===== config.mk =====
export PLATFORM = sky130hd
export DESIGN_NAME = fru_type_length_field_decoder
export DESIGN_NICKNAME = d
export VERILOG_FILES = /design/src/hdl/fru_tl_pkg.sv /design/src/hdl/fru_type_length_field_decoder.sv /design/src/hdl/fru_tl_decode.sv /design/src/hdl/fru_tl_emit.sv
export SDC_FILE = /design/constraint.sdc
export NUM_CORES = 1
export LEC_CHECK = 0
export ABC_AREA = 1
export BUFFER_PORTS_ARGS = -buffer_cell sky130_fd_sc_hd__buf_4
export CORE_UTILIZATION = 30
export CTS_CLUSTER_SIZE = 10
export DETAILED_ROUTE_END_ITERATION = 10
export GPL_ROUTABILITY_DRIVEN = 0
export PLACE_DENSITY = 0.45
export SLEW_MARGIN = 20
export SYNTH_ARGS = -nofsm -noshare
export SYNTH_HDL_FRONTEND = slang
export SYNTH_HIERARCHICAL = 1
export SYNTH_SLANG_ARGS = --single-unit

===== constraint.sdc =====
create_clock -name i_clk -period 5.6 [get_ports i_clk]
set_input_delay 0.84 -clock i_clk [delete_from_list [all_inputs] [get_ports i_clk]]
set_output_delay 0.84 -clock i_clk [all_outputs]
set_load 0.02 [all_outputs]

===== src/hdl/fru_tl_pkg.sv =====
`timescale 1ns / 1ps
// ----------------------------------------------------------------------------
// fru_tl_pkg
// Shared types, codes and the bcd plus character table of the fru
// type/length field decoder.
// ----------------------------------------------------------------------------
package fru_tl_pkg;

    localparam int unsigned BYTE_W   = 8;
    localparam int unsigned LEN_W    = 6;
    localparam int unsigned STATUS_W = 2;
    localparam int unsigned TYPE_W   = 2;
    localparam int unsigned NRES     = 4;
    localparam int unsigned CNT_W    = 3;
    localparam int unsigned IDX_W    = 2;
    localparam int unsigned M_DATA_W = 16;

    // field types
    localparam logic [TYPE_W-1:0] TY_BINARY = 2'd0;
    localparam logic [TYPE_W-1:0] TY_BCD    = 2'd1;
    localparam logic [TYPE_W-1:0] TY_ASCII6 = 2'd2;
    localparam logic [TYPE_W-1:0] TY_ASCII8 = 2'd3;

    // result status
    localparam logic [STATUS_W-1:0] ST_CHAR   = 2'd0;
    localparam logic [STATUS_W-1:0] ST_EMPTY  = 2'd1;
    localparam logic [STATUS_W-1:0] ST_BINARY = 2'd2;

    localparam logic [BYTE_W-1:0] ASCII6_BASE = 8'h20;

    typedef struct packed {
        logic [CNT_W-1:0]             count;
        logic [NRES-1:0][BYTE_W-1:0]  chars;
        logic [STATUS_W-1:0]          status;
        logic                         eof;
    } t_bundle;

    function automatic logic [BYTE_W-1:0] bcd_char(input logic [3:0] nib);
        logic [BYTE_W-1:0] c;
        begin
            case (nib)
                4'd0:    c = 8'h30;
                4'd1:    c = 8'h31;
                4'd2:    c = 8'h32;
                4'd3:    c = 8'h33;
                4'd4:    c = 8'h34;
                4'd5:    c = 8'h35;
                4'd6:    c = 8'h36;
                4'd7:    c = 8'h37;
                4'd8:    c = 8'h38;
                4'd9:    c = 8'h39;
                4'd10:   c = 8'h20;
                4'd11:   c = 8'h2D;
                4'd12:   c = 8'h2E;
                4'd13:   c = 8'h3A;
                4'd14:   c = 8'h2C;
                default: c = 8'h5F;
            endcase
            return c;
        end
    endfunction

endpackage


===== src/hdl/fru_type_length_field_decoder.sv =====
`timescale 1ns / 1ps
// ----------------------------------------------------------------------------
// fru_type_length_field_decoder
// Decodes ipmi fru type/length fields into a stream of ascii characters and status results.
// ----------------------------------------------------------------------------
// One fru area byte is taken per cycle while the result register can take
// the bundle it produces. Results leave one per cycle from that register
// while the output is ready: bcd plus and 8-bit ascii bytes give one result,
// a type/length byte with a zero count or binary type gives one status
// result, other header bytes, binary data bytes and held 6-bit ascii bytes
// give none, and each completed 6-bit group gives four. The output port
// carries one result at a time, and the next byte is taken in the cycle the
// last result of the previous one is handed over.
module fru_type_length_field_decoder (
    input  logic        i_clk,
    input  logic        i_rst_n,
    input  logic        s_axis_tvalid,
    output logic        s_axis_tready,
    input  logic [7:0]  s_axis_tdata,   // data_byte
    input  logic        s_axis_tuser,   // field_start
    output logic        m_axis_tvalid,
    input  logic        m_axis_tready,
    output logic [15:0] m_axis_tdata,   // char_code, last_of_item, zero fill
    output logic [1:0]  m_axis_tuser,   // status
    output logic        m_axis_tlast    // end_of_field
);

    logic                 space;
    logic                 accept;
    logic                 load;
    fru_tl_pkg::t_bundle  bundle;

    assign s_axis_tready = space;
    assign accept        = s_axis_tvalid && space;

    fru_tl_decode u_decode (
        .i_clk    (i_clk),
        .i_rst_n  (i_rst_n),
        .i_accept (accept),
        .i_byte   (s_axis_tdata),
        .i_start  (s_axis_tuser),
        .o_load   (load),
        .o_bundle (bundle)
    );

    fru_tl_emit u_emit (
        .i_clk         (i_clk),
        .i_rst_n       (i_rst_n),
        .i_load        (load),
        .i_bundle      (bundle),
        .o_space       (space),
        .m_axis_tvalid (m_axis_tvalid),
        .m_axis_tready (m_axis_tready),
        .m_axis_tdata  (m_axis_tdata),
        .m_axis_tuser  (m_axis_tuser),
        .m_axis_tlast  (m_axis_tlast)
    );

endmodule


===== src/hdl/fru_tl_decode.sv =====
`timescale 1ns / 1ps
// ----------------------------------------------------------------------------
// fru_tl_decode
// Field tracking state and per-byte decode into a bundle of up to four
// results.
// ----------------------------------------------------------------------------
module fru_tl_decode (
    input  logic                          i_clk,
    input  logic                          i_rst_n,
    input  logic                          i_accept,
    input  logic [fru_tl_pkg::BYTE_W-1:0] i_byte,
    input  logic                          i_start,
    output logic                          o_load,
    output fru_tl_pkg::t_bundle           o_bundle
);

    logic                            r_expect, n_expect;
    logic [fru_tl_pkg::TYPE_W-1:0]   r_type, n_type;
    logic [fru_tl_pkg::LEN_W-1:0]    r_left, n_left;
    logic [15:0]                     r_group, n_group;
    logic [1:0]                      r_gcnt, n_gcnt;
    logic                            r_skip, n_skip;

    logic                            hdr;
    logic [fru_tl_pkg::LEN_W-1:0]    left_m;
    logic                            eof;
    logic [23:0]                     v;
    fru_tl_pkg::t_bundle             bnd;

    assign hdr    = i_start || r_expect || (r_left == '0);
    assign left_m = r_left - fru_tl_pkg::LEN_W'(1);
    assign eof    = (left_m == '0);

    always_comb begin
        case (r_gcnt)
            2'd0:    v = {16'd0, i_byte};
            2'd1:    v = {8'd0, i_byte, r_group[7:0]};
            default: v = {i_byte, r_group};
        endcase
    end

    always_comb begin
        n_expect   = r_expect;
        n_type     = r_type;
        n_left     = r_left;
        n_group    = r_group;
        n_gcnt     = r_gcnt;
        n_skip     = r_skip;
        bnd        = '0;
        bnd.status = fru_tl_pkg::ST_CHAR;
        if (hdr) begin
            n_type  = i_byte[7:6];
            n_left  = i_byte[5:0];
            n_group = '0;
            n_gcnt  = '0;
            n_skip  = 1'b0;
            if (i_byte[5:0] == '0) begin
                n_expect   = 1'b1;
                bnd.count  = fru_tl_pkg::CNT_W'(1);
                bnd.status = fru_tl_pkg::ST_EMPTY;
                bnd.eof    = 1'b1;
            end else if (i_byte[7:6] == fru_tl_pkg::TY_BINARY) begin
                n_expect   = 1'b0;
                n_skip     = 1'b1;
                bnd.count  = fru_tl_pkg::CNT_W'(1);
                bnd.status = fru_tl_pkg::ST_BINARY;
                bnd.eof    = 1'b1;
            end else begin
                n_expect = 1'b0;
            end
        end else begin
            n_left = left_m;
            if (r_skip) begin
                bnd.count = '0;
            end else if (r_type == fru_tl_pkg::TY_BCD) begin
                bnd.count    = fru_tl_pkg::CNT_W'(1);
                bnd.chars[0] = fru_tl_pkg::bcd_char(i_byte[3:0]);
                bnd.eof      = eof;
            end else if (r_type == fru_tl_pkg::TY_ASCII8) begin
                bnd.count    = fru_tl_pkg::CNT_W'(1);
                bnd.chars[0] = i_byte;
                bnd.eof      = eof;
            end else if ((r_gcnt < 2'd2) && !eof) begin
                // hold partial 6-bit group
                if (r_gcnt == 2'd0) begin
                    n_group[7:0] = i_byte;
                end else begin
                    n_group[15:8] = i_byte;
                end
                n_gcnt = r_gcnt + 2'd1;
            end else begin
                bnd.count = fru_tl_pkg::CNT_W'(fru_tl_pkg::NRES);
                for (int i = 0; i < fru_tl_pkg::NRES; i++) begin
                    bnd.chars[i] = {2'b00, v[6*i +: 6]} + fru_tl_pkg::ASCII6_BASE;
                end
                bnd.eof = eof;
                n_group = '0;
                n_gcnt  = '0;
            end
            if (eof) begin
                n_expect = 1'b1;
                n_skip   = 1'b0;
                n_group  = '0;
                n_gcnt   = '0;
            end
        end
    end

    always_ff @(posedge i_clk) begin
        if (!i_rst_n) begin
            r_expect <= 1'b1;
            r_type   <= '0;
            r_left   <= '0;
            r_group  <= '0;
            r_gcnt   <= '0;
            r_skip   <= 1'b0;
        end else if (i_accept) begin
            r_expect <= n_expect;
            r_type   <= n_type;
            r_left   <= n_left;
            r_group  <= n_group;
            r_gcnt   <= n_gcnt;
            r_skip   <= n_skip;
        end
    end

    assign o_load   = i_accept && (bnd.count != '0);
    assign o_bundle = bnd;

endmodule


===== src/hdl/fru_tl_emit.sv =====
`timescale 1ns / 1ps
// ----------------------------------------------------------------------------
// fru_tl_emit
// Result register holding one decoded bundle, handed out one result per
// cycle on the output stream while the stream is ready.
// ----------------------------------------------------------------------------
module fru_tl_emit (
    input  logic                            i_clk,
    input  logic                            i_rst_n,
    input  logic                            i_load,
    input  fru_tl_pkg::t_bundle             i_bundle,
    output logic                            o_space,
    output logic                            m_axis_tvalid,
    input  logic                            m_axis_tready,
    output logic [fru_tl_pkg::M_DATA_W-1:0] m_axis_tdata,
    output logic [fru_tl_pkg::STATUS_W-1:0] m_axis_tuser,
    output logic                            m_axis_tlast
);

    logic                           r_valid;
    logic [fru_tl_pkg::IDX_W-1:0]   r_idx;
    fru_tl_pkg::t_bundle            r_bnd;
    logic                           at_last;
    logic                           done;

    assign at_last = ({1'b0, r_idx} == (r_bnd.count - fru_tl_pkg::CNT_W'(1)));
    assign done    = r_valid && m_axis_tready && at_last;
    assign o_space = !r_valid || done;

    always_ff @(posedge i_clk) begin
        if (!i_rst_n) begin
            r_valid <= 1'b0;
            r_idx   <= '0;
        end else if (i_load) begin
            r_valid <= 1'b1;
            r_idx   <= '0;
        end else if (done) begin
            r_valid <= 1'b0;
        end else if (r_valid && m_axis_tready) begin
            r_idx <= r_idx + fru_tl_pkg::IDX_W'(1);
        end
    end

    always_ff @(posedge i_clk) begin
        if (i_load) begin
            r_bnd <= i_bundle;
        end
    end

    assign m_axis_tvalid = r_valid;
    assign m_axis_tdata  = {7'd0, at_last, r_bnd.chars[r_idx]};
    assign m_axis_tuser  = r_bnd.status;
    assign m_axis_tlast  = r_bnd.eof && at_last;

endmodule


==> flow_summary_export.csv <==
group,metric,value,unit
synth,muxShareOfSynthArea,0,%
clock_tree,ctsResizeCount,0,
synth,yosysWarnings,6,
final_layout,fin_cells,667,
global_routing,antenna_found_initial,0,
global_routing,grt_max_degree,29,
floorplanning,initial_core_util,30.9,%
final_layout,regArea,1760,µm²
outcome,status,"complete, no violations",
floorplanning,die_area,13500,µm²
synth,synth-compound-area-share,12.8,%
critical_path,r2r_start,"u_emit/r_idx[0]$_SDFFE_PP0P_",
final_layout,fillerInstances,1353,
clock_tree,path_clk_slew,0.06,ns
routing,drt-total-wl,9.68,mm
floorplanning,rows,41,
synth,synth_area,3910,µm²
critical_path,regToRegEndpoint,"u_emit/r_bnd[14]$_DFFE_PP_",
min_path,hold_end,"u_decode/r_expect$_SDFFE_PN1P_",
critical_path,worst-r2r-setup-slack,2.21,ns
critical_path,crit_arrival,3.42,ns
clock_tree,htreeDepth,3,
synth,ys_async_sr_fraction,0,%
critical_path,max_stage_delay,0.79,ns
synth,synth_xor_area_share,0.640,%
synth,synth_top_cell_by_area,"edfxtp_1",
timing,setup_viol,0,
routing,wl_per_cell,14.5,µm
clock_tree,clock-sinks,69,
routing,vias_per_cell,4.74,
run,cap_viol_max_count,0,
synth,synthFlopType,"edfxtp_1",
timing,rsz0062_at_grt,"no",
timing,hold_viol_final,0,
final_layout,nNetsFinal,510,
clock_tree,cts_hold_buf,0,
timing,slew_viol_final,0,
timing,timing.final.crit_period,3.39,ns
timing,max-slew-margin-rel,38.2,%
min_path,whs_path_depth,2,
critical_path,path_class,"reg2reg",
routing,drtIter0Drc,190,
critical_path,cpMaxStageDelayCell,"a31oi_4",
place,dp_cells,652,
synth,synthAdderAreaFrac,1.92,%
critical_path,worst_ep_required_time,5.62,ns
synth,ys_ff_latch,69,
clock_tree,post_cts_buffers,0,
synth,yosysMostFrequentCell,"nand2_1",
critical_path,end_kind,"flip-flop",
global_routing,groute.usage.overall,15.7,%
global_routing,grt_pass1_wl,15.9,mm
routing,vias,3164,
floorplanning,core_area,12700,µm²
critical_path,cp_num_buf_inv,4,
routing,firstDrtPassIters,4,
synth,ys_top_cells_by_area,"edfxtp_1, dfxtp_1, nand2_1",
synth,synth-edff-count,38,
min_path,worstHoldStart,"u_decode/r_expect$_SDFFE_PN1P_",
clock_tree,tritoncts,"yes",
final_layout,diodes,0,
critical_path,crit_path_cell_trace,"inv_2, nand2_2, nand2_4, nand4_1, nand2_1, nand2_1, inv_1, inv_1, a31oi_4, buf_4",
final_layout,drive_gt1_share,16.4,%
floorplanning,chipWidth,116,µm
critical_path,cp-start-kind,"flip-flop",
clock_tree,cts_buffers,9,
critical_path,ff2ff_path_depth,10,
final_layout,multi_input_area,1760,µm²
global_routing,first_global_vias,3012,
power,p_leak,0.00182,µW
routing,drtAntennaViolNets,0,
floorplanning,io_pins,34,
critical_path,cp_max_fo,28,
timing,max_freq,295,MHz
synth,synth.avg_cell_area,8.17,µm²
timing,skew,0.00515,ns
synth,synth_top_area_share,29.2,%
synth,seq_area_frac_synth,45.0,%
power,irDropWorstVdd,0.000124,V
routing,drc,0,
clock_tree,insertion_delay,0.33,ns
clock_tree,root_buffer,"clkbuf_16",
floorplanning,die_height,116,µm
global_routing,grt_overflow,0,
timing,tns,0,ns
place,hpwl,7.20,mm
timing,worst-slew-pin-transition,0.928,ns
synth,ys_top_cells_by_count,"nand2_1, nor2_1, inv_1",
timing,period_share,60.6,%
final_layout,areaGrowthSynthToFinish,13.3,%
power,power_density,322,nW/µm²
synth,synthSimpleGateAreaFrac,28.1,%
synth,synth_top_family_by_area,"simple AND/OR/NAND/NOR gates",
synth,synthCells,479,
place,portBuffers,26,
clock_tree,cts_buffer_depth,2,
synth,synth_cell_types,41,
critical_path,cp_top_family,"buffers and inverters",
min_path,min_path_type,"reg2reg",
-- area by class of cell --
class / instances / area share (%)
Clock buffer: 9 / 5.08
Clock inverter: 6 / 1.78
Inverter: 51 / 4.40
Multi-Input combinational cell: 333 / 39.6
Sequential cell: 69 / 39.7
Tap cell: 172 / 4.85
Timing Repair Buffer: 27 / 4.57
-- cells by family after synthesis --
group | count (synthesis)
buf+inv | 86
xor+xnor | 2
other cells | 2
fa+ha+maj | 6
flops | 69
compound gates | 90
simple gates | 224
-- per-layer routing --
metal	vias up	routed length [µm]	GRT usage [%]
met3	13	337	3.22
met1	1476	4750	21.2
met2	69	4400	24.8
met4	0	193	6.32
met5	-	0	0
li1	1606	-	-
-- layout by cell type (no fill, tap or decap), types with 2 or more instances in the layout --
cell type  synthesis  layout
nand2_1           72      72
nor2_1            71      71
inv_1             42      42
o21ai_0           38      38
edfxtp_1          38      38
nand3_1           34      34
dfxtp_1           31      31
buf_4             15      27
a21oi_1           22      22
nand4_1           15      15
conb_1             2      11
clkbuf_16          0       9
nor2_2             9       9
o22ai_1            9       9
inv_2              7       7
nand2_2            7       7
a22oi_1            7       7
ha_1               6       6
o21ai_1            5       5
nand2_4            4       4
clkinv_1           0       3
nor3_1             3       3
bufinv_16          0       2
nand3_4            2       2
a21oi_2            2       2
o31ai_1            2       2
a31oi_1            3       2
nand4_4            2       2
o211ai_1           2       2
-- worst register-to-register path, stage by stage (launching register included) --
cell     delay, ns
dfxtp_1       0.55
inv_2         0.37
nand2_2       0.11
nand2_4       0.10
nand4_1       0.09
nand2_1       0.12
nand2_1       0.07
inv_1         0.27
inv_1         0.26
a31oi_4       0.79
buf_4         0.36
-- metrics by stage --
stage                     cell area, µm²  utilization (%)  hold slack, ns  setup WS (ns)  power [µW]
after floorplan                     3950                -           0.430           1.24         798
after global routing                4430             35.0           0.504           1.91        1510
after detailed placement            4130             32.6           0.452           2.01         852
after CTS                           4430             35.0           0.471           2.18        1450
final                               4430             35.0           0.464           2.21        1430
after global placement              4130             32.6           0.453           2.05         852
-- flip-flops by register name, summed over array words and instances (netlist names) --
signal	count
u_emit/r_bnd	36
u_decode/r_group	16
u_decode/r_left	6
u_decode/r_gcnt	2
u_decode/r_type	2
u_emit/m_axis_tuser	2
u_emit/r_idx	2
u_decode/r_expect	1
u_decode/r_skip	1
u_emit/m_axis_tvalid	1
-- worst max path at each step --
stage / start / to / cells after the start
after floorplan: m_axis_tready / u_emit/m_axis_tuser[0]$_DFFE_PP_ / 9
after global placement: s_axis_tuser / u_emit/r_bnd[22]$_DFFE_PP_ / 9
after detailed placement: s_axis_tuser / u_emit/r_bnd[24]$_DFFE_PP_ / 9
after CTS: u_emit/r_idx[0]$_SDFFE_PP0P_ / u_emit/r_bnd[24]$_DFFE_PP_ / 10
after global routing: u_emit/r_idx[0]$_SDFFE_PP0P_ / u_emit/r_bnd[24]$_DFFE_PP_ / 10
final: u_emit/r_idx[0]$_SDFFE_PP0P_ / u_emit/r_bnd[14]$_DFFE_PP_ / 10
-- power breakdown --
group / internal [µW] / leakage [µW] / switching [µW] / total [µW]
clock network: 382 / 0.000144 / 204 / 586
logic: 76.5 / 0.00109 / 170 / 246
registers: 572 / 0.000589 / 24.3 / 597
(Power assumes the default switching activity.)
